--- src/sv/trast_pkg.sv ---
// ----------------------------------------------------------------------------
// Triangle raster interpolator package
// Shared widths, codes and defaults for the raster interpolator.
// ----------------------------------------------------------------------------
`default_nettype none

package trast_pkg;

    localparam int COORD_W  = 32;   // Q24.8 coordinates
    localparam int ATTR_W   = 32;   // Q16.16 attributes
    localparam int CELL_W   = 16;   // cell size register
    localparam int CSZ_W    = 24;   // cell size in Q16.8
    localparam int DIFF_W   = 33;   // vertex differences
    localparam int MA_W     = 40;   // serial multiplier operand A
    localparam int MB_W     = 34;   // serial multiplier operand B
    localparam int GEO_W    = 74;   // edge function values
    localparam int DVD_W    = 34;   // bounding box dividend
    localparam int QUO_W    = 35;   // bounding box quotient
    localparam int FRAC_W   = 32;   // barycentric weights, Q0.32
    localparam int CNT_W    = 17;
    localparam int IDX_W    = 8;    // read_col / read_row
    localparam int CFG_IDX_W = 2;
    localparam int CFG_W    = 32;

    localparam int GRID_COLS_DEF = 256;
    localparam int GRID_ROWS_DEF = 256;

    localparam logic OP_DRAW = 1'b0;
    localparam logic OP_READ = 1'b1;

    typedef enum logic [CFG_IDX_W-1:0] {
        CFG_ORIGIN_X = 2'd0,
        CFG_ORIGIN_Y = 2'd1,
        CFG_CELL_DX  = 2'd2,
        CFG_CELL_DY  = 2'd3
    } t_cfg_reg;

endpackage

`default_nettype wire

--- src/sv/trast_frac.sv ---
// ----------------------------------------------------------------------------
// Weight divider
// floor(2^32 * num / den) for num < den, one quotient bit per cycle.
// ----------------------------------------------------------------------------
`default_nettype none

module trast_frac (
    input  wire logic                        i_clk,
    input  wire logic                        i_rst_n,
    input  wire logic                        i_start,
    input  wire logic [trast_pkg::GEO_W-1:0] i_num,
    input  wire logic [trast_pkg::GEO_W-1:0] i_den,
    output logic                             o_done,
    output logic      [trast_pkg::FRAC_W-1:0] o_q
);
    import trast_pkg::*;

    localparam int STEP_W = $clog2(FRAC_W);

    logic              r_busy;
    logic              r_done;
    logic [STEP_W-1:0] r_cnt;
    logic [GEO_W-1:0]  r_rem;
    logic [GEO_W-1:0]  r_den;
    logic [FRAC_W-1:0] r_q;

    logic [GEO_W:0]    w_trial;
    logic              w_ge;
    logic [GEO_W-1:0]  w_rem;

    assign w_trial = {r_rem, 1'b0};
    assign w_ge    = w_trial >= {1'b0, r_den};
    assign w_rem   = w_ge ? GEO_W'(w_trial - {1'b0, r_den}) : GEO_W'(w_trial);

    always_ff @(posedge i_clk) begin
        if (!i_rst_n) begin
            r_busy <= 1'b0;
            r_done <= 1'b0;
        end else begin
            r_done <= 1'b0;
            if (i_start) begin
                r_busy <= 1'b1;
                r_cnt  <= '0;
                r_rem  <= i_num;
                r_den  <= i_den;
                r_q    <= '0;
            end else if (r_busy) begin
                r_rem <= w_rem;
                r_q   <= {r_q[FRAC_W-2:0], w_ge};
                r_cnt <= r_cnt + STEP_W'(1);
                if (r_cnt == STEP_W'(FRAC_W - 1)) begin
                    r_busy <= 1'b0;
                    r_done <= 1'b1;
                end
            end
        end
    end

    assign o_done = r_done;
    assign o_q    = r_q;

endmodule

`default_nettype wire

--- config.mk ---
export PLATFORM = sky130hd
export DESIGN_NAME = trast_frac
export DESIGN_NICKNAME = d
export VERILOG_FILES = /design/src/sv/trast_pkg.sv /design/src/sv/trast_frac.sv
export SDC_FILE = /design/constraint.sdc
export NUM_CORES = 1
export LEC_CHECK = 0
export BUFFER_PORTS_ARGS = -buffer_cell sky130_fd_sc_hd__buf_2
export CORE_MARGIN = 2
export CORE_UTILIZATION = 59
export CTS_CLUSTER_SIZE = 24
export DETAILED_ROUTE_END_ITERATION = 7
export PLACE_DENSITY = 0.81
export SLEW_MARGIN = 20
export SYNTH_ARGS = -nofsm -noshare
export SYNTH_HDL_FRONTEND = slang
export SYNTH_SLANG_ARGS = --single-unit
export TNS_END_PERCENT = 20
--- constraint.sdc ---
create_clock -name i_clk -period 5.6 [get_ports i_clk]
set_clock_uncertainty 0.15 [all_clocks]
set_input_delay 0.84 -clock i_clk [delete_from_list [all_inputs] [get_ports i_clk]]
set_output_delay 0.84 -clock i_clk [all_outputs]
set_load 0.03 [all_outputs]
==> impl_metrics.toml <==
[clock_tree]
cts_buffers = 17
hold_buffers = 0
cts.path.max_buffers = 2
ctsRootBufferMaster = "clkbuf_16"
postCtsSetupBuffers = 0
h-tree-depth = 4
clock_sinks = 187
clk_latency_ns = 0.45
cts_tree = "yes"
clk_pin_slew_ns = 0.08
cts_resized = 0

[worst_hold_path]
hold_class = "flop to flop"

[critical_path]
critPathLaunch = "r_rem[0]"
crit_arrival_ns = 4.18
r2r_end = "r_rem[29]"
path_class = "flop to flop"
cp_max_fo = 39
r2r-start = "r_rem[0]"
crit_end = "r_rem[29]"
reg2reg_depth = 13
start_kind = "flop"
ff2ff_setup_slack_ns = 1.44
worstSetupEndpointType = "flop"
crit_required_ns = 5.62

[floorplanning]
core_sq_um = 21000
start_util_pct = 59.8
die_area_sq_um = 22400
num_rows = 53
die_width_um = 150
io_pins = 184
die_h_um = 150

[detailed_routing]
drcViolationCount = 0
dr.pass1.iters = 6
viasPerCell = 6.19
antenna_left = 0
drt_iter0_drc = 1130
wl_per_cell_um = 18.4
vias = 10500
routed_wl_mm = 31.3

[sta]
rsz0062_at_grt = "false"
min_period_ns = 4.16
tightestPinTransition_ns = 0.784
fin_tns_setup_ns = 0
drv_slew = 0
fin_hold_ws_ns = 0.370
finalWorstSetupSlack_ns = 1.44
final-hold-violation-count = 0
max_slew_margin_pct = 47.7
fin_crit_sh_pct = 74.3
setup_violations = 0
clock.fmax_mhz = 240

[power_and_ir_drop]
p_leak_nw = 5.70
ir_worst_vdd_mv = 0.203
powerDensity_nw_per_um2 = 306
total_power_mw = 4.34

[synth]
synthesis.instances = 1292
avgSynthCellArea_sq_um = 9.70
yosys.area_share.simple_pct = 16.8
synth_xor_area_share_pct = 4.96
ys_top_cells_by_area = "edfxtp_1, ha_1, a21oi_1, nand2_1, inv_1"
synth.top_cell.area_share_pct = 44.3
syn_nets = 1520
yosysTopAreaCell = "edfxtp_1"
synth-warning-count = 0
synth_compound_area_share_pct = 18.6
synth_flop_cell = "edfxtp_1"
synthMuxAreaShare_pct = 1.31
ys_seq_elements = 187
synth_top_family_by_area = "compound AO/OA/AOI/OAI gates"
synth_edf_count = 185
synthDistinctLibCells = 70
syn_area_sq_um = 12500
yosys.area_share.adder_pct = 7.75
yosysSeqAreaShare_pct = 44.6
synthArstFlopShare_pct = 0

[finish]
areaGrowthSynthToFinish_pct = 13.0
final_cell_mix = "edfxtp_1, buf_2, nand2_1, inv_1, a21oi_1"
layout_commonest_cell = "edfxtp_1"
nets = 1643
final_cell_area_sq_um = 14200
multi_input_area_sq_um = 6210
fill_cells = 1658
diodes = 0
layout-drive-gt1-share_pct = 17.0
regArea_sq_um = 5600

[grt]
grt_max_degree = 125
grt_pass1_wl_mm = 49.6
grt_pass1_vias = 10000
antenna_found_initial = 0
overflow = 0
track_usage_pct = 27.8

[place]
dp_slack_ns = 1.47
port_buffers = 183
dpl_cell_area_sq_um = 13600
dpl.hpwl_mm = 22.7
gp_congestion = 0.946

[run_status]
outcome = "completed"

[job]
cap_violations = 0
[cell families (layout without fill, tap and decap cells)]
| group | count (synthesis) | count (layout) |
|---|---|---|
| buffers and inverters | 193 | 329 |
| adder cells (fa/ha/maj) | 77 | 77 |
| AND/OR/NAND/NOR | 404 | 404 |
| XOR/XNOR | 71 | 71 |
| multiplexers | 15 | 15 |
| flip-flops | 187 | 187 |
| AO/OA/AOI/OAI | 345 | 345 |
[worst min-delay path by stage]
| stage | slack, ns | startpoint | cells past startpoint | endpoint |
|---|---|---|---|---|
| 2_1_floorplan | 0.34 | r_busy | 1 | o_done |
| 3_3_place_gp | 0.36 | r_busy | 1 | o_done |
| 3_5_place_dp | 0.36 | r_busy | 1 | o_done |
| 4_1_cts | 0.37 | r_busy | 1 | o_done |
| 5_1_grt | 0.39 | r_busy | 1 | o_done |
| 6_report | 0.37 | r_busy | 1 | o_done |
[stage by stage]
stage               utilization, %  instances
floorplan                        -       1292
global placement              64.7       1671
detailed placement            64.7       1671
CTS                           67.6       1703
global route                  67.6       1703
finish                        67.6       1703
[registers in the layout, summed over array words and instances, names as in the netlist]
signal / cells
o_done: 1
o_q: 32
r_busy: 1
r_cnt: 5
r_den: 74
r_rem: 74
[power breakdown]
| part | switching, mW | internal (mW) | leakage, nW |
|---|---|---|---|
| clock | 0.637 | 0.602 | 0.287 |
| combinational | 0.830 | 0.520 | 3.63 |
| sequential | 0.0542 | 1.69 | 1.79 |
[final cells by class]
type / instances / share of cell area [%]
Clock buffer: 17 / 3.00
Clock inverter: 15 / 1.22
Inverter: 105 / 2.78
Multi-Input combinational cell: 912 / 43.9
Sequential cell: 187 / 39.5
Tap cell: 275 / 2.43
Timing Repair Buffer: 192 / 7.17
[worst max-delay path, stage by stage, from the launching register on]
cell and delay [ns]:
edfxtp_1 0.45, ha_1 0.34, nor2b_1 0.15, o31a_1 0.30, o21ai_1 0.23, a2111o_1 0.26
a2111oi_4 0.12, o211ai_1 0.25, nand3_2 0.15, a21oi_4 0.54, buf_12 0.30, buf_4 0.28
mux2i_1 0.24, o21ai_1 0.08
[synthesized netlist by cell type, types with 18 or more instances]
cell type / instances
edfxtp_1: 185
nand2_1: 131
inv_1: 105
a21oi_1: 101
clkbuf_1: 76
ha_1: 76
nor2_1: 60
nor2b_1: 52
nand3b_1: 49
o21ai_0: 48
xnor2_1: 42
nand4_1: 36
o311ai_0: 32
xor2_1: 29
a21o_1: 20
nor3_1: 20
o21bai_1: 20
o211ai_1: 18
[routing by layer]
layer	GRT usage (%)	share of wire (%)	wire, um	vias to the layer above
li1	-	-	-	5023
met1	39.5	44	13900	4927
met2	43.3	45	14200	509
met3	4.42	7.4	2330	86
met4	9.95	2.8	880	0
met5	0	0	0	-
Note: power is estimated with default switching activity, not from simulation.
