$ cat config.mk
export PLATFORM = sky130hd
export DESIGN_NAME = trast_fdiv
export DESIGN_NICKNAME = d
export VERILOG_FILES = /design/src/sv/trast_pkg.sv /design/src/sv/trast_fdiv.sv
export SDC_FILE = /design/constraint.sdc
export NUM_CORES = 1
export LEC_CHECK = 0
export ABC_AREA = 1
export BUFFER_PORTS_ARGS = -buffer_cell sky130_fd_sc_hd__buf_2
export CORE_ASPECT_RATIO = 0.75
export CORE_MARGIN = 8
export CORE_UTILIZATION = 60
export CTS_BUF_LIST = sky130_fd_sc_hd__clkbuf_2 sky130_fd_sc_hd__clkbuf_4 sky130_fd_sc_hd__clkbuf_8
export DETAILED_ROUTE_END_ITERATION = 8
export PLACE_DENSITY = 0.86
export SLEW_MARGIN = 20
export SYNTH_ARGS = -nofsm -noshare
export SYNTH_HDL_FRONTEND = slang
export SYNTH_SLANG_ARGS = --single-unit
$ cat constraint.sdc
create_clock -name i_clk -period 8.96 [get_ports i_clk]
set_input_delay 0.896 -clock i_clk [delete_from_list [all_inputs] [get_ports i_clk]]
set_output_delay 0.896 -clock i_clk [all_outputs]
set_load 0.005 [all_outputs]
$ cat src/sv/trast_pkg.sv
// ----------------------------------------------------------------------------
// Triangle raster interpolator package
// Shared widths, codes and defaults for the raster interpolator.
// ----------------------------------------------------------------------------
`default_nettype none

package trast_pkg;

    localparam int COORD_W  = 32;   // Q24.8 coordinates
    localparam int ATTR_W   = 32;   // Q16.16 attributes
    localparam int CELL_W   = 16;   // cell size register
    localparam int CSZ_W    = 24;   // cell size in Q16.8
    localparam int DIFF_W   = 33;   // vertex differences
    localparam int MA_W     = 40;   // serial multiplier operand A
    localparam int MB_W     = 34;   // serial multiplier operand B
    localparam int GEO_W    = 74;   // edge function values
    localparam int DVD_W    = 34;   // bounding box dividend
    localparam int QUO_W    = 35;   // bounding box quotient
    localparam int FRAC_W   = 32;   // barycentric weights, Q0.32
    localparam int CNT_W    = 17;
    localparam int IDX_W    = 8;    // read_col / read_row
    localparam int CFG_IDX_W = 2;
    localparam int CFG_W    = 32;

    localparam int GRID_COLS_DEF = 256;
    localparam int GRID_ROWS_DEF = 256;

    localparam logic OP_DRAW = 1'b0;
    localparam logic OP_READ = 1'b1;

    typedef enum logic [CFG_IDX_W-1:0] {
        CFG_ORIGIN_X = 2'd0,
        CFG_ORIGIN_Y = 2'd1,
        CFG_CELL_DX  = 2'd2,
        CFG_CELL_DY  = 2'd3
    } t_cfg_reg;

endpackage

`default_nettype wire

$ cat src/sv/trast_fdiv.sv
// ----------------------------------------------------------------------------
// Bounding box floor divider
// Signed dividend over unsigned cell size, one quotient bit per cycle,
// rounded towards minus infinity.
// ----------------------------------------------------------------------------
`default_nettype none

module trast_fdiv (
    input  wire logic                              i_clk,
    input  wire logic                              i_rst_n,
    input  wire logic                              i_start,
    input  wire logic signed [trast_pkg::DVD_W-1:0] i_dvd,
    input  wire logic        [trast_pkg::CSZ_W-1:0] i_dvs,
    output logic                                   o_done,
    output logic signed      [trast_pkg::QUO_W-1:0] o_quo
);
    import trast_pkg::*;

    localparam int STEP_W = $clog2(DVD_W);

    logic              r_busy;
    logic              r_done;
    logic [STEP_W-1:0] r_cnt;
    logic [DVD_W-1:0]  r_num;
    logic [DVD_W-1:0]  r_q;
    logic [CSZ_W-1:0]  r_rem;
    logic [CSZ_W-1:0]  r_dvs;
    logic              r_neg;

    logic [CSZ_W:0]    w_trial;
    logic              w_ge;
    logic [CSZ_W-1:0]  w_rem;
    logic [QUO_W-1:0]  w_mag;

    assign w_trial = {r_rem, r_num[DVD_W-1]};
    assign w_ge    = w_trial >= {1'b0, r_dvs};
    assign w_rem   = w_ge ? CSZ_W'(w_trial - {1'b0, r_dvs}) : CSZ_W'(w_trial);
    assign w_mag   = QUO_W'(r_q) + QUO_W'(r_neg && (r_rem != '0));

    always_ff @(posedge i_clk) begin
        if (!i_rst_n) begin
            r_busy <= 1'b0;
            r_done <= 1'b0;
        end else begin
            r_done <= 1'b0;
            if (i_start) begin
                r_busy <= 1'b1;
                r_cnt  <= '0;
                r_rem  <= '0;
                r_q    <= '0;
                r_dvs  <= i_dvs;
                r_neg  <= i_dvd[DVD_W-1];
                r_num  <= i_dvd[DVD_W-1] ? (~i_dvd + DVD_W'(1)) : i_dvd;
            end else if (r_busy) begin
                r_rem <= w_rem;
                r_num <= {r_num[DVD_W-2:0], 1'b0};
                r_q   <= {r_q[DVD_W-2:0], w_ge};
                r_cnt <= r_cnt + STEP_W'(1);
                if (r_cnt == STEP_W'(DVD_W - 1)) begin
                    r_busy <= 1'b0;
                    r_done <= 1'b1;
                end
            end
        end
    end

    assign o_done = r_done;
    assign o_quo  = r_neg ? (~w_mag + QUO_W'(1)) : w_mag;

endmodule

`default_nettype wire

==> flow_metrics.tcl <==
set metrics [dict create \
    cp_max_fo 33 \
    wl_per_cell_microns 16.2 \
    worstSkewPairLatency_ps 460 \
    final_common_cell "nand2_1" \
    crit_path_top_delay_cell "edfxtp_1" \
    final_cell_mix "nand2_1 (356), nor2_1 (197), inv_1 (181)" \
    drc 0 \
    pre_cts_ws_ps 4260 \
    die_x_microns 161 \
    wl_met3_mm 3.42 \
    skew_ps 13.3 \
    firstDrtPassIters 6 \
    syn_area_sq_mm 0.00949 \
    place.gp.congestion 1.01 \
    synth.top_cell.area_share 0.389 \
    cts.sink_count 125 \
    cts_setup_buffers 0 \
    fin_nets 1501 \
    worstPathArrival_ps 4400 \
    drv_slew 0 \
    synth_nets 1409 \
    setup_violations 0 \
    slew-limit-headroom 0.253 \
    period_needed_ps 5300 \
    grt_pass1_vias 8317 \
    p_leak_nw 4.85 \
    cap_viol_max_count 0 \
    synth.distinct_cells 41 \
    wl_mm 26.3 \
    avgViaCountPerCell 5.68 \
    ioPinCount 97 \
    fillerInstances 1263 \
    synth_edf_count 123 \
    vias 9242 \
    top_layer_used "met4" \
    dpl_cell_area_sq_mm 0.0102 \
    worst_slew_pin_slew_ps 1120 \
    slowest_delay_ps 1100 \
    layout.cells.non_filler 1627 \
    path_delay_family "simple AND/OR/NAND/NOR gates" \
    worst-path-buf-inv 3 \
    num_antenna_cells 0 \
    peakVddDrop_v 0.000105 \
    wl_met2_mm 10.5 \
    reg2reg_depth 12 \
    crit_path_end_kind "output pin" \
    start_util 0.618 \
    antenna_found_initial 0 \
    area_growth_pct 11.3 \
    ys.flop_type "edfxtp_1" \
    max_freq_mhz 189 \
    grt_pass1_wl_mm 41.5 \
    ctsResizeCount 0 \
    syn_inst 1317 \
    finalCritPeriodShare 0.591 \
    core_area_sq_mm 0.0154 \
    setup_slack_ps 3660 \
    rsz0062_at_grt "false" \
    hold_end "o_done" \
    r2r-end "r_rem[12]" \
    stdcell_area_sq_mm 0.0106 \
    h-tree-depth 4 \
    hold_violations 0 \
    num_rows 39 \
    regToRegSetupSlack_ps 5340 \
    drt_iter0_drc 1083 \
    synth.avg_cell_area_sq_um 7.21 \
    synth-warning-count 0 \
    clk_pin_slew_ps 90 \
    drive_gt1_frac 0.122 \
    setup_tns_ps 0 \
    clk_path_buf_depth 2 \
    synth_area_leaders "edfxtp_1 (39%), nand2_1 (14%), nor2_1 (7.8%)" \
    ys_ff_latch 125 \
    p_per_area_mw_per_mm2 154 \
    synthArstFlopShare 0 \
    cts_root_buffer "clkbuf_8" \
    synth-seq-area-share 0.393 \
    grt_overflow 0 \
    status "finished clean" \
    netlist.top_cell.by_area "edfxtp_1" \
    cts_made_buffers 17 \
    min-delay-start "r_busy" \
    fp.dieH_microns 125 \
    ctsHoldBuffers 0 \
    p_total_mw 1.63 \
    portBuffers 96 \
    dp_hpwl_mm 20.3 \
    min_path_type "flop to flop" \
    crit_chain "o41ai_1, inv_1, ha_1, ha_1, inv_1, nor2_8, nand2_4, nor2_2, nand4_1, nand2_1, nand2_1, nor2_1, nand2_1, nand2_1, nand2_1, xor2_1, buf_2" \
    wl_met1_mm 12.1 \
    dp.cells 1594 \
    hold_depth 2 \
    r2r-start "r_rem[1]" \
    critPathKind "flop to output pin" \
    worst_path_most_repeated_cell "nand2_1" \
    cp-start-kind "flop" \
    drtAntennaViolNets 0 \
    die_area_sq_mm 0.0201 \
    grt_max_degree 75 \
    required_ps 8060 \
    cts_tree "yes" \
    track_usage 0.255 \
]
worst max path at each step:
stage          startpoint   endpoint  depth (start not counted)  slack [ps]
2_1_floorplan     i_start     r_busy                          6        2230
3_3_place_gp        r_neg  o_quo[23]                         17        4350
3_5_place_dp        r_neg  o_quo[25]                         17        4260
4_1_cts             r_neg  o_quo[25]                         17        3750
5_1_grt             r_neg  o_quo[31]                         20        3250
6_report            r_neg  o_quo[24]                         17        3660
cell type report:
class / instances / area [sq um] / area share
Multi-Input combinational cell: 978 / 4960 / 0.469
Sequential cell: 125 / 3730 / 0.353
Inverter: 187 / 702 / 0.0664
Timing Repair Buffer: 100 / 531 / 0.0502
Tap cell: 205 / 256 / 0.0243
Clock buffer: 19 / 255 / 0.0241
Clock inverter: 13 / 131 / 0.0124
stage by stage:
step,util,hold slack [ps]
floorplan,-,422
global placement,0.661,499
detailed placement,0.661,511
CTS,0.686,529
global route,0.688,556
finish,0.688,526
worst min-delay path: stages (launching register included):
cell and delay (ps):
dfxtp_1 310, inv_1 110, nor4_1 70
state kept, by name, summed over array words and instances, names as in the netlist:
| name | count |
|---|---|
| r_num | 34 |
| r_q | 34 |
| r_dvs | 24 |
| r_rem | 24 |
| r_cnt | 6 |
| o_done | 1 |
| r_busy | 1 |
| r_neg | 1 |
metal layers:
layer / vias to the layer above / global-route usage
li1: 4455 / -
met3: 42 / 0.0702
met4: 0 / 0.0760
met2: 526 / 0.342
met1: 4219 / 0.388
met5: - / 0
cell usage after synthesis, types with 3 or more instances:
| cell type | count |
|---|---|
| nor2_4 | 6 |
| a21boi_0 | 4 |
| nor3_1 | 18 |
| nand2_2 | 10 |
| nand3_2 | 3 |
| clkbuf_1 | 18 |
| o21bai_1 | 7 |
| xnor2_1 | 21 |
| o21ai_1 | 4 |
| ha_1 | 30 |
| nand3_1 | 77 |
| o21ai_0 | 72 |
| nor4_1 | 8 |
| inv_1 | 183 |
| nand2_4 | 4 |
| nor2_1 | 197 |
| nand2_1 | 356 |
| buf_1 | 4 |
| a21o_1 | 4 |
| o31ai_1 | 4 |
| a21oi_1 | 53 |
| a31oi_1 | 10 |
| nand4_1 | 19 |
| edfxtp_1 | 123 |
| xor2_1 | 46 |
| inv_2 | 4 |
| buf_2 | 5 |
| nand3b_1 | 3 |
| nor2_2 | 9 |
kinds of logic after synthesis:
group                    count (synthesis)  share of synthesized area
flip-flops                             125                      0.393
AND/OR/NAND/NOR                        716                      0.323
adder cells (fa/ha/maj)                 31                     0.0416
XOR/XNOR                                67                     0.0618
AO/OA/AOI/OAI                          164                     0.0946
buffers and inverters                  214                     0.0853
power by group:
part	internal (mW)	switching, mW	total [mW]
clock	0.235	0.255	0.489
combinational	0.142	0.266	0.409
sequential	0.700	0.0337	0.733
(Power assumes the default switching activity.)
