--- src/sv/trast_pkg.sv ---
// ----------------------------------------------------------------------------
// Triangle raster interpolator package
// Shared widths, codes and defaults for the raster interpolator.
// ----------------------------------------------------------------------------
`default_nettype none

package trast_pkg;

    localparam int COORD_W  = 32;   // Q24.8 coordinates
    localparam int ATTR_W   = 32;   // Q16.16 attributes
    localparam int CELL_W   = 16;   // cell size register
    localparam int CSZ_W    = 24;   // cell size in Q16.8
    localparam int DIFF_W   = 33;   // vertex differences
    localparam int MA_W     = 40;   // serial multiplier operand A
    localparam int MB_W     = 34;   // serial multiplier operand B
    localparam int GEO_W    = 74;   // edge function values
    localparam int DVD_W    = 34;   // bounding box dividend
    localparam int QUO_W    = 35;   // bounding box quotient
    localparam int FRAC_W   = 32;   // barycentric weights, Q0.32
    localparam int CNT_W    = 17;
    localparam int IDX_W    = 8;    // read_col / read_row
    localparam int CFG_IDX_W = 2;
    localparam int CFG_W    = 32;

    localparam int GRID_COLS_DEF = 256;
    localparam int GRID_ROWS_DEF = 256;

    localparam logic OP_DRAW = 1'b0;
    localparam logic OP_READ = 1'b1;

    typedef enum logic [CFG_IDX_W-1:0] {
        CFG_ORIGIN_X = 2'd0,
        CFG_ORIGIN_Y = 2'd1,
        CFG_CELL_DX  = 2'd2,
        CFG_CELL_DY  = 2'd3
    } t_cfg_reg;

endpackage

`default_nettype wire

--- src/sv/trast_mul.sv ---
// ----------------------------------------------------------------------------
// Setup multiplier
// Signed shift-and-add multiplier, one bit of operand B per cycle.
// ----------------------------------------------------------------------------
`default_nettype none

module trast_mul (
    input  wire logic                              i_clk,
    input  wire logic                              i_rst_n,
    input  wire logic                              i_start,
    input  wire logic signed [trast_pkg::MA_W-1:0]  i_a,
    input  wire logic signed [trast_pkg::MB_W-1:0]  i_b,
    output logic                                   o_done,
    output logic signed      [trast_pkg::GEO_W-1:0] o_p
);
    import trast_pkg::*;

    localparam int STEP_W = $clog2(MB_W);

    logic              r_busy;
    logic              r_done;
    logic [STEP_W-1:0] r_cnt;
    logic [GEO_W-1:0]  r_ma;
    logic [MB_W-1:0]   r_mb;
    logic [GEO_W-1:0]  r_acc;
    logic              r_neg;

    logic [MA_W-1:0]   w_ua;
    logic [MB_W-1:0]   w_ub;
    logic [GEO_W-1:0]  w_nacc;

    assign w_ua   = i_a[MA_W-1] ? (~i_a + MA_W'(1)) : i_a;
    assign w_ub   = i_b[MB_W-1] ? (~i_b + MB_W'(1)) : i_b;
    assign w_nacc = ~r_acc + GEO_W'(1);

    always_ff @(posedge i_clk) begin
        if (!i_rst_n) begin
            r_busy <= 1'b0;
            r_done <= 1'b0;
        end else begin
            r_done <= 1'b0;
            if (i_start) begin
                r_busy <= 1'b1;
                r_cnt  <= '0;
                r_acc  <= '0;
                r_ma   <= GEO_W'(w_ua);
                r_mb   <= w_ub;
                r_neg  <= i_a[MA_W-1] ^ i_b[MB_W-1];
            end else if (r_busy) begin
                if (r_mb[0]) begin
                    r_acc <= r_acc + r_ma;
                end
                r_ma  <= {r_ma[GEO_W-2:0], 1'b0};
                r_mb  <= {1'b0, r_mb[MB_W-1:1]};
                r_cnt <= r_cnt + STEP_W'(1);
                if (r_cnt == STEP_W'(MB_W - 1)) begin
                    r_busy <= 1'b0;
                    r_done <= 1'b1;
                end
            end
        end
    end

    assign o_done = r_done;
    assign o_p    = r_neg ? w_nacc : r_acc;

endmodule

`default_nettype wire

--- config.mk ---
export PLATFORM = sky130hd
export DESIGN_NAME = trast_mul
export DESIGN_NICKNAME = d
export VERILOG_FILES = /design/src/sv/trast_pkg.sv /design/src/sv/trast_mul.sv
export SDC_FILE = /design/constraint.sdc
export NUM_CORES = 1
export LEC_CHECK = 0
export BUFFER_PORTS_ARGS = -buffer_cell sky130_fd_sc_hd__buf_2
export CAP_MARGIN = 20
export CORE_ASPECT_RATIO = 1.1
export CORE_MARGIN = 8
export CORE_UTILIZATION = 55
export DETAILED_ROUTE_END_ITERATION = 10
export GPL_TIMING_DRIVEN = 0
export HOLD_SLACK_MARGIN = 0.06
export PLACE_DENSITY_LB_ADDON = 0.12
export RECOVER_POWER = 100
export SYNTH_ARGS = -nofsm -noshare
export SYNTH_HDL_FRONTEND = slang
export SYNTH_SLANG_ARGS = --single-unit
--- constraint.sdc ---
create_clock -name i_clk -period 6.16 [get_ports i_clk]
set_clock_uncertainty 0.15 [all_clocks]
set_input_delay 1.232 -clock i_clk [delete_from_list [all_inputs] [get_ports i_clk]]
set_output_delay 1.232 -clock i_clk [all_outputs]
set_load 0.02 [all_outputs]
==> results of run 1 <==
kinds of logic (layout without fill, tap and decap cells):
group           count (synthesis)  in the layout  synth area share
xor+xnor                      195            195             0.115
compound gates                482            482             0.203
flops                         191            191             0.386
fa+ha+maj                      79             79            0.0672
buf+inv                       116            300            0.0297
mux                            15             15            0.0112
simple gates                  549            549             0.188
flip-flops by register name, summed over array words and instances (netlist names):
signal  count
r_neg       1
o_done      1
r_mb       34
r_cnt       6
r_busy      1
r_ma       74
r_acc      74
layout by cell type (no fill, tap or decap), drive strengths merged, types with 35 or more instances in the layout:
cell,instances
a21o,39
a21oi,170
buf,83
clkbuf,168
edfxtp,189
ha,78
inv,43
nand2,99
nor2,181
nor2b,56
o21ai,112
o31ai,44
or3,35
xnor2,116
xor2,79
metal layers:
metal / share of wire / vias up
li1: - / 6348
met1: 0.44 / 6286
met2: 0.47 / 449
met3: 0.057 / 82
met4: 0.027 / 0
met5: 0 / -
how the worst min path moves through the flow:
stage | depth (start not counted) | slack (ns) | end | start
2_1_floorplan | 1 | 0.35 | o_done | r_busy
3_3_place_gp | 1 | 0.38 | r_mb[0] | r_mb[1]
3_5_place_dp | 1 | 0.39 | r_mb[0] | r_mb[1]
4_1_cts | 1 | 0.40 | r_mb[0] | r_mb[1]
5_1_grt | 1 | 0.42 | r_mb[0] | r_mb[1]
6_report | 1 | 0.40 | r_mb[24] | r_mb[25]
synthesized netlist by cell type (all sizes together) (3+ instances only):
cell type,instances,area (sq um)
o21ai,112,561
a21oi,170,851
nor2b,56,350
or2,17,111
o2111ai,7,61.3
and3,12,75.1
and2,11,68.8
nand3,26,130
o41ai,20,198
xnor2,116,1020
nand2,99,374
o31ai,44,345
nor4,10,75.1
o21bai,17,128
a211oi,12,90.1
nand2b,12,75.1
a21o,39,293
ha,78,976
clkbuf,67,251
a31o,3,26.3
o311ai,3,26.3
or4,20,158
or3,35,249
o21a,14,105
inv,39,146
nand4,30,188
xor2,79,692
a31oi,11,68.8
mux2,13,146
edfxtp,189,5680
a21boi,11,82.6
nor3,30,155
nor2,181,687
buf,10,42.5
through the flow:
stage               cell area, sq um  total power (W)  std cells   util  setup slack, ns
global route                   16400          0.00425       2168  0.615            0.213
detailed placement             16100          0.00302       2136  0.603             1.00
CTS                            16700          0.00408       2168  0.623            0.501
global placement               16000          0.00301       2132  0.599            -2.22
finish                         16400          0.00406       2168  0.615            0.345
floorplan                      14800          0.00262       1627      -            0.363
cell type report:
cell class,count,share of cell area
multi-input cells,1320,0.523
well taps,357,0.0272
plain buffers,77,0.0179
inverters,39,0.00891
clock inverters,10,0.00495
flip-flops and latches,191,0.348
repair buffers,152,0.0417
clock buffers,22,0.0283
power by group:
part	internal, W	switching, W	leakage (nW)
sequential	0.00158	0.000101	1.83
combinational	0.000478	0.000836	3.91
clock	0.000545	0.000525	0.256
total	0.00260	0.00146	6.00
==> results.toml, run 1 <==
[outcome]
status = "finished, violations left"
failed_checks = "max-capacitance violations, max-slew violations"

[logic_synthesis]
synth-async-reset-ratio = 0
syn_inst = 1627
yosys_warnings = 0
synth_area_sq_um = 14800
synth_ff_type = "edfxtp_1"
ys_types = 70
ys_seq_elements = 191
synth_edf_count = 189
syn_nets = 1783
avgSynthCellArea_sq_um = 9.11
ys_seq_area_frac = 0.386

[sta]
max_slew_margin = -0.895
setup_violations = 0
fin_crit_sh = 0.944
fin_tns_setup_ns = 0
hold-worst-slack_ns = 0.402
worst_pin_slew_ns = 2.84
fmaxAchievable_mhz = 172
rsz0062_at_grt = "false"
period_needed_ns = 5.82
hold_viol = 0
slew_violations = 132

[grt]
grt_usage = 0.269
met2_usage = 0.440
grt.overflow.total = 0
use_met3 = 0.0299
antenna_found_initial = 0
grt_util_met1 = 0.363
grt_pass1_vias = 13000
grt_pass1_wl_mm = 68.8
grt_start_max_net_pins = 54
grt-busiest-layer = "met2"

[detailed_routing]
ant_nets = 0
totalWireLength_mm = 43.9
vias = 13200
wl_per_cell_um = 20.2
drt_iter0_drc = 1119
drc = 0
first_pass_iters = 6
viasPerCell = 6.07

[clocking]
cts.sinks = 191
cts_setup_buffers = 0
cts_buffer_depth = 2
htreeDepth = 4
numCtsBuffers = 17
holdBufCountCts = 0
cts_resized = 0
cts_tree = "done"
path_clk_slew_ns = 0.07
clock-root-buffer = "clkbuf_16"
insertion_delay_ns = 0.45

[die]
start_util = 0.554
rows = 63
fp.dieH_um = 188
die_area_sq_um = 32400
core_sq_um = 26700
ios = 152
die_w_um = 172

[final_layout]
seqCellArea_sq_um = 5720
multi_input_comb_area_sq_um = 8600
fillers = 2402
area_growth_pct = 10.9
final_nets = 1954
n_antenna_cell = 0
drive_gt1_frac = 0.0817

[worst_setup_path]
reg2reg_depth = 11
worstSetupEndpointType = "output port"
cp_data_arrival_time_ns = 4.43
worst-endpoint-required_ns = 4.78
cp-start-kind = "register"
cp_max_fo = 7
crit_family = "simple AND/OR/NAND/NOR gates"
r2r_start = "r_acc[24]"
path_class = "reg2out"
reg2reg_slack_ns = 1.32
cp_cell_sequence = "or4_1, nor4_1, nand3_1, or2_0, or2_4, nor3_2, nand2_1, o31ai_1, xnor2_1, clkbuf_1"
crit_path_start = "r_acc[12]"
critPathMaxStageDelay_ns = 0.63
crit_slowest_cell = "or4_1"
crit_end = "o_p[63]"
timing.rr.end = "r_acc[72]"
cp.buffers_inverters = 1
crit_cells = 10

[run]
cap_violations = 3

[pwr]
p_leak_nw = 6.00
peakVddDrop_v = 0.000173
powerDensity_nw_per_um2 = 247

[placed_design]
portBuffers = 148
place_hpwl_mm = 34.2
gp_congestion = 0.963

[worst_hold_path]
hp-class = "reg2reg"
No activity file was read; power rests on OpenSTA's default activity.
==> inputs of run 2 (changes only) <==
==> constraint.sdc (replaced) <==
create_clock -name i_clk -period 6.16 [get_ports i_clk]
set_clock_uncertainty 0.15 [all_clocks]
set_input_delay 1.232 -clock i_clk [delete_from_list [all_inputs] [get_ports i_clk]]
set_output_delay 1.232 -clock i_clk [all_outputs]
set_load 0.005 [all_outputs]
==> run 2 against run 1 <==
  * The flow still finishes with violations (max-capacitance violations, max-slew violations)
  * Clock power is essentially flat
  * Setup slack got worse by 0.0095 ns
  * Sequential share of layout area about the same
  * Wire length fell by 0.13%
  * Worst hold slack did not move
  * Design area barely moved
  * Sequential power is essentially flat
  * Register-to-register slack is essentially flat
  * Via count hardly changed
  * Critical endpoint is now o_p[61]
  * Highest routed layer unchanged
==> results.toml, run 2 (synthesized netlist as in run 1, its figures left out) <==
[grt]
grt.overflow.total = 0
grt_pass1_vias = 13000
antenna_found_initial = 0
grt_pass1_wl_mm = 68.8
grt_start_max_net_pins = 54
grt_usage = 0.269

[worst_setup_path]
cp_max_fo = 7
reg2reg_slack_ns = 1.32
cp.buffers_inverters = 1
worst-endpoint-required_ns = 4.78
crit_cells = 10
cp-start-kind = "register"
cp_data_arrival_time_ns = 4.44
cp_cell_sequence = "or4_1, nor4_1, nand3_1, or2_0, or2_0, nor3_2, nand2_1, o41ai_1, xnor2_1, buf_2"
worstSetupEndpointType = "output port"
r2r_start = "r_acc[24]"
crit_family = "simple AND/OR/NAND/NOR gates"
path_class = "reg2out"
critPathMostFrequentCell = "or2_0"
crit_slowest_cell = "or4_1"
reg2reg_depth = 11
timing.rr.end = "r_acc[72]"
critPathMaxStageDelay_ns = 0.63

[sta]
worst_pin_slew_ns = 2.85
hold_viol = 0
setup_violations = 0
max_slew_margin = -0.897
slew_violations = 132
period_needed_ns = 5.83
fmaxAchievable_mhz = 172
fin_crit_sh = 0.946
hold-worst-slack_ns = 0.402
rsz0062_at_grt = "false"

[placed_design]
portBuffers = 148
place_hpwl_mm = 34.2
gp_congestion = 0.963
placed_cell_area_sq_um = 16100

[clocking]
holdBufCountCts = 0
cts_setup_buffers = 0
cts_buffer_depth = 2
cts.sinks = 191
insertion_delay_ns = 0.45
cts_tree = "done"
htreeDepth = 4
clock-root-buffer = "clkbuf_16"
path_clk_slew_ns = 0.07
cts_resized = 0
numCtsBuffers = 17

[die]
start_util = 0.554
core_sq_um = 26700
rows = 63
ios = 152
die_w_um = 172
fp.dieH_um = 188
die_area_sq_um = 32400

[worst_hold_path]
holdPathStages = 1
hp-class = "reg2reg"
min_from = "r_mb[25]"
holdPathEnd = "r_mb[24]"

[outcome]
failed_checks = "max-capacitance violations, max-slew violations"
status = "finished, violations left"

[final_layout]
area_growth_pct = 10.9
final_cell_area_sq_um = 16400
drive_gt1_frac = 0.0834
n_antenna_cell = 0
final_common_cell = "edfxtp_1"
reg_top3 = "r_acc: 74 flops, r_ma: 74 flops, r_mb: 34 flops"
fillers = 2400
final_nets = 1954
mostFrequentLayoutCells = "189 x edfxtp_1, 180 x nor2_1, 170 x a21oi_1"
multi_input_comb_area_sq_um = 8590
seqCellArea_sq_um = 5720

[detailed_routing]
drc = 0
totalWireLength_mm = 43.8
drt_iter0_drc = 1123
vias = 13200
ant_nets = 0
wl_per_cell_um = 20.2
first_pass_iters = 6
viasPerCell = 6.07

[run]
cap_violations = 3

[pwr]
powerDensity_nw_per_um2 = 242
p_leak_nw = 6.01
peakVddDrop_v = 0.000173
-- run 2: cell types whose count changed in the layout (fill, tap and decap cells not counted) --
cell	before	now
buf_2	79	82
clkbuf_2	0	1
buf_1	3	4
or2_4	1	0
clkbuf_1	148	143
or2_0	5	6
-- run 2: final cells by class --
type / count / share of cell area
inverter: 39 / 0.00891
sequential: 191 / 0.348
clock inverter: 10 / 0.00495
multi-input combinational: 1320 / 0.523
clock buffer: 22 / 0.0283
tap: 357 / 0.0272
buffer: 77 / 0.0179
timing repair buffer: 152 / 0.0420
-- run 2: worst register-to-register path, delay by kind of cell (launching register included) --
family / cells / cell delay [ns]
AOI/OAI and AO/OA: 4 / 2.13
adders and majority gates: 1 / 0.33
buffers and inverters: 1 / 0.27
DFF: 1 / 0.52
muxes: 1 / 0.38
and+or+nand+nor: 4 / 0.81
-- run 2: worst max path at each step --
stage / endpoint / slack (ns) / start
2_1_floorplan: r_acc[0] / 0.36 / i_start
3_3_place_gp: r_acc[37] / -2.22 / i_start
3_5_place_dp: o_p[63] / 1.05 / r_acc[8]
4_1_cts: o_p[63] / 0.55 / r_acc[8]
5_1_grt: o_p[61] / 0.25 / r_acc[12]
6_report: o_p[61] / 0.33 / r_acc[12]
-- run 2: power by group --
group / internal, W / leakage [nW] / switching, W / total, W
registers: 0.00158 / 1.83 / 0.000101 / 0.00168
logic: 0.000479 / 3.92 / 0.000743 / 0.00122
clock network: 0.000545 / 0.256 / 0.000525 / 0.00107
total: 0.00260 / 6.01 / 0.00137 / 0.00397
-- run 2: metal layers --
metal / up-vias / part of all wire / global-route usage
met5: - / 0 / 0
li1: 6347 / - / -
met4: 0 / 0.026 / 0.0946
met1: 6293 / 0.44 / 0.363
met2: 440 / 0.47 / 0.440
met3: 74 / 0.057 / 0.0299
-- run 2: metrics by stage --
step                      utilization  setup TNS (ns)  power (W)  std cells  setup slack, ns
after global placement          0.599         -240.84    0.00291       2132            -2.22
after CTS                       0.623               0    0.00399       2168            0.552
after detailed placement        0.603               0    0.00293       2136             1.05
final                           0.615               0    0.00397       2168            0.335
after floorplan                     -               0    0.00252       1627            0.363
after global routing            0.615               0    0.00416       2168            0.246
==> inputs of run 3 (changes only) <==
--- a/config.mk
+++ b/config.mk
@@ -7,8 +7,7 @@
 export LEC_CHECK = 0
 export BUFFER_PORTS_ARGS = -buffer_cell sky130_fd_sc_hd__buf_2
 export CAP_MARGIN = 20
-export CORE_ASPECT_RATIO = 1.1
-export CORE_MARGIN = 8
+export CORE_ASPECT_RATIO = 0.75
 export CORE_UTILIZATION = 55
 export DETAILED_ROUTE_END_ITERATION = 10
 export GPL_TIMING_DRIVEN = 0
==> run 3 against run 2 <==
  * The run still ends with max-capacitance violations, max-slew violations left
  * First-iteration DRC count rose by 8.0%
  * Critical path depth did not move
  * Clock-buffer cell count fell by 3
  * Worst hold slack worse by 0.0032 ns
  * Final cell count is 0.51% lower
  * Non-clock buffer count is the same
  * Maximum frequency shrank 1.1%
  * Flip-flop and latch count is the same
  * Sequential share of layout area down 0.084 points
  * Design area is 0.24% higher
  * Setup slack worse by 0.066 ns
  * Critical endpoint is now o_p[73]
  * Largest power group unchanged
  * Highest routed layer is now met5
==> results.toml, run 3 (synthesized netlist as in run 1, its figures left out) <==
[die]
core_sq_um = 26200
ios = 152
die_area_sq_um = 27600
start_util = 0.565
rows = 51
die_w_um = 192
fp.dieH_um = 144

[detailed_routing]
drc = 0
vias = 13400
viasPerCell = 6.23
totalWireLength_mm = 44.7
ant_nets = 0
first_pass_iters = 7
drt_iter0_drc = 1213
wl_per_cell_um = 20.7

[pwr]
peakVddDrop_v = 0.000224
powerDensity_nw_per_um2 = 245
power_w = 0.00404
p_leak_nw = 6.05

[clocking]
path_clk_slew_ns = 0.07
htreeDepth = 4
cts_resized = 0
cts_buffer_depth = 2
cts_tree = "done"
holdBufCountCts = 0
insertion_delay_ns = 0.45
cts_setup_buffers = 0
numCtsBuffers = 17
cts.sinks = 191
clock-root-buffer = "clkbuf_16"

[outcome]
failed_checks = "max-capacitance violations, max-slew violations"
status = "finished, violations left"

[sta]
fmaxAchievable_mhz = 170
hold_viol = 0
fin_tns_setup_ns = 0
setup_violations = 0
max_slew_margin = -1.01
hold-worst-slack_ns = 0.399
worst_pin_slew_ns = 3.01
period_needed_ns = 5.89
rsz0062_at_grt = "false"
slew_violations = 120
fin_crit_sh = 0.956

[worst_setup_path]
cp_data_arrival_time_ns = 4.51
cp-start-kind = "register"
reg2reg_slack_ns = 1.05
worstSetupEndpointType = "output port"
worst-endpoint-required_ns = 4.78
cp_max_fo = 7
path_class = "reg2out"

[grt]
grt_usage = 0.322
grt_start_max_net_pins = 54
antenna_found_initial = 4
grt.overflow.total = 0
grt_pass1_vias = 12200
grt_pass1_wl_mm = 67.3

[final_layout]
final_util = 0.628
reg_top3 = "r_acc: 74 flops, r_ma: 74 flops, r_mb: 34 flops"
area_growth_pct = 11.2
mostFrequentLayoutCells = "189 x edfxtp_1, 180 x nor2_1, 170 x a21oi_1"
fillers = 2314
final_nets = 1954
drive_gt1_frac = 0.0878
final_common_cell = "edfxtp_1"

[placed_design]
place_hpwl_mm = 34.3
gp_congestion = 0.979
portBuffers = 148

[run]
cap_violations = 3

[worst_hold_path]
hp-class = "reg2reg"
## run 3: changes by cell type in the layout (fill, tap and decap cells not counted), moves of 2 or more
cell	change
clkbuf_1	-7
clkbuf_2	+7
inv_8	+2
clkbuf_8	-2
clkinv_1	+2
bufinv_16	+2
clkinvlp_4	-2
diode_2	+2
## run 3: report_power, final
part           total [W]  switching (W)  leakage [nW]  internal [W]
clock network    0.00114       0.000527         0.279      0.000609
registers        0.00167      0.0000945          1.83       0.00158
logic            0.00124       0.000753          3.94      0.000482
total            0.00404        0.00137          6.05       0.00267
## run 3: worst paths after layout
path	endpoint	cells after the start	start
worst min-delay path	r_mb[30]	1	r_mb[31]
worst max register to register	r_acc[72]	12	r_acc[0]
worst max-delay path	o_p[73]	10	r_acc[6]
worst min register to register	r_mb[30]	1	r_mb[31]
## run 3: metal layers
metal / GRT usage / vias to the layer above / share of wire
met5: 0 / - / 0.00065
met4: 0.0923 / 4 / 0.023
met3: 0.0597 / 87 / 0.080
met2: 0.480 / 592 / 0.43
met1: 0.473 / 6400 / 0.47
li1: - / 6346 / -
## run 3: stage by stage
step                cell area, sq um  instances  setup WS (ns)
floorplan                      14800       1627          0.363
global placement               16000       2119          -2.40
detailed placement             16100       2123          0.923
CTS                            16700       2155          0.431
global route                   16500       2156          0.208
finish                         16500       2157          0.269
## run 3: worst max-delay path, stage by stage, from the launching register on
cell	delay (ns)
edfxtp_1	0.51
or4_1	0.64
nor4b_2	0.62
nand3_1	0.28
or2_0	0.37
or2_4	0.30
nor3_2	0.24
nand2_1	0.35
o31ai_1	0.38
xnor2_1	0.20
buf_2	0.16
## run 3: cell type report
cell class              instances  area [sq um]  share of cell area
diodes                          2          5.00            0.000304
repair buffers                152           698              0.0424
plain buffers                  77           294              0.0179
clock inverters                13           151             0.00919
clock buffers                  19           433              0.0263
flip-flops and latches        191          5720               0.347
multi-input cells            1320          8600               0.522
well taps                     344           430              0.0261
inverters                      39           146             0.00889
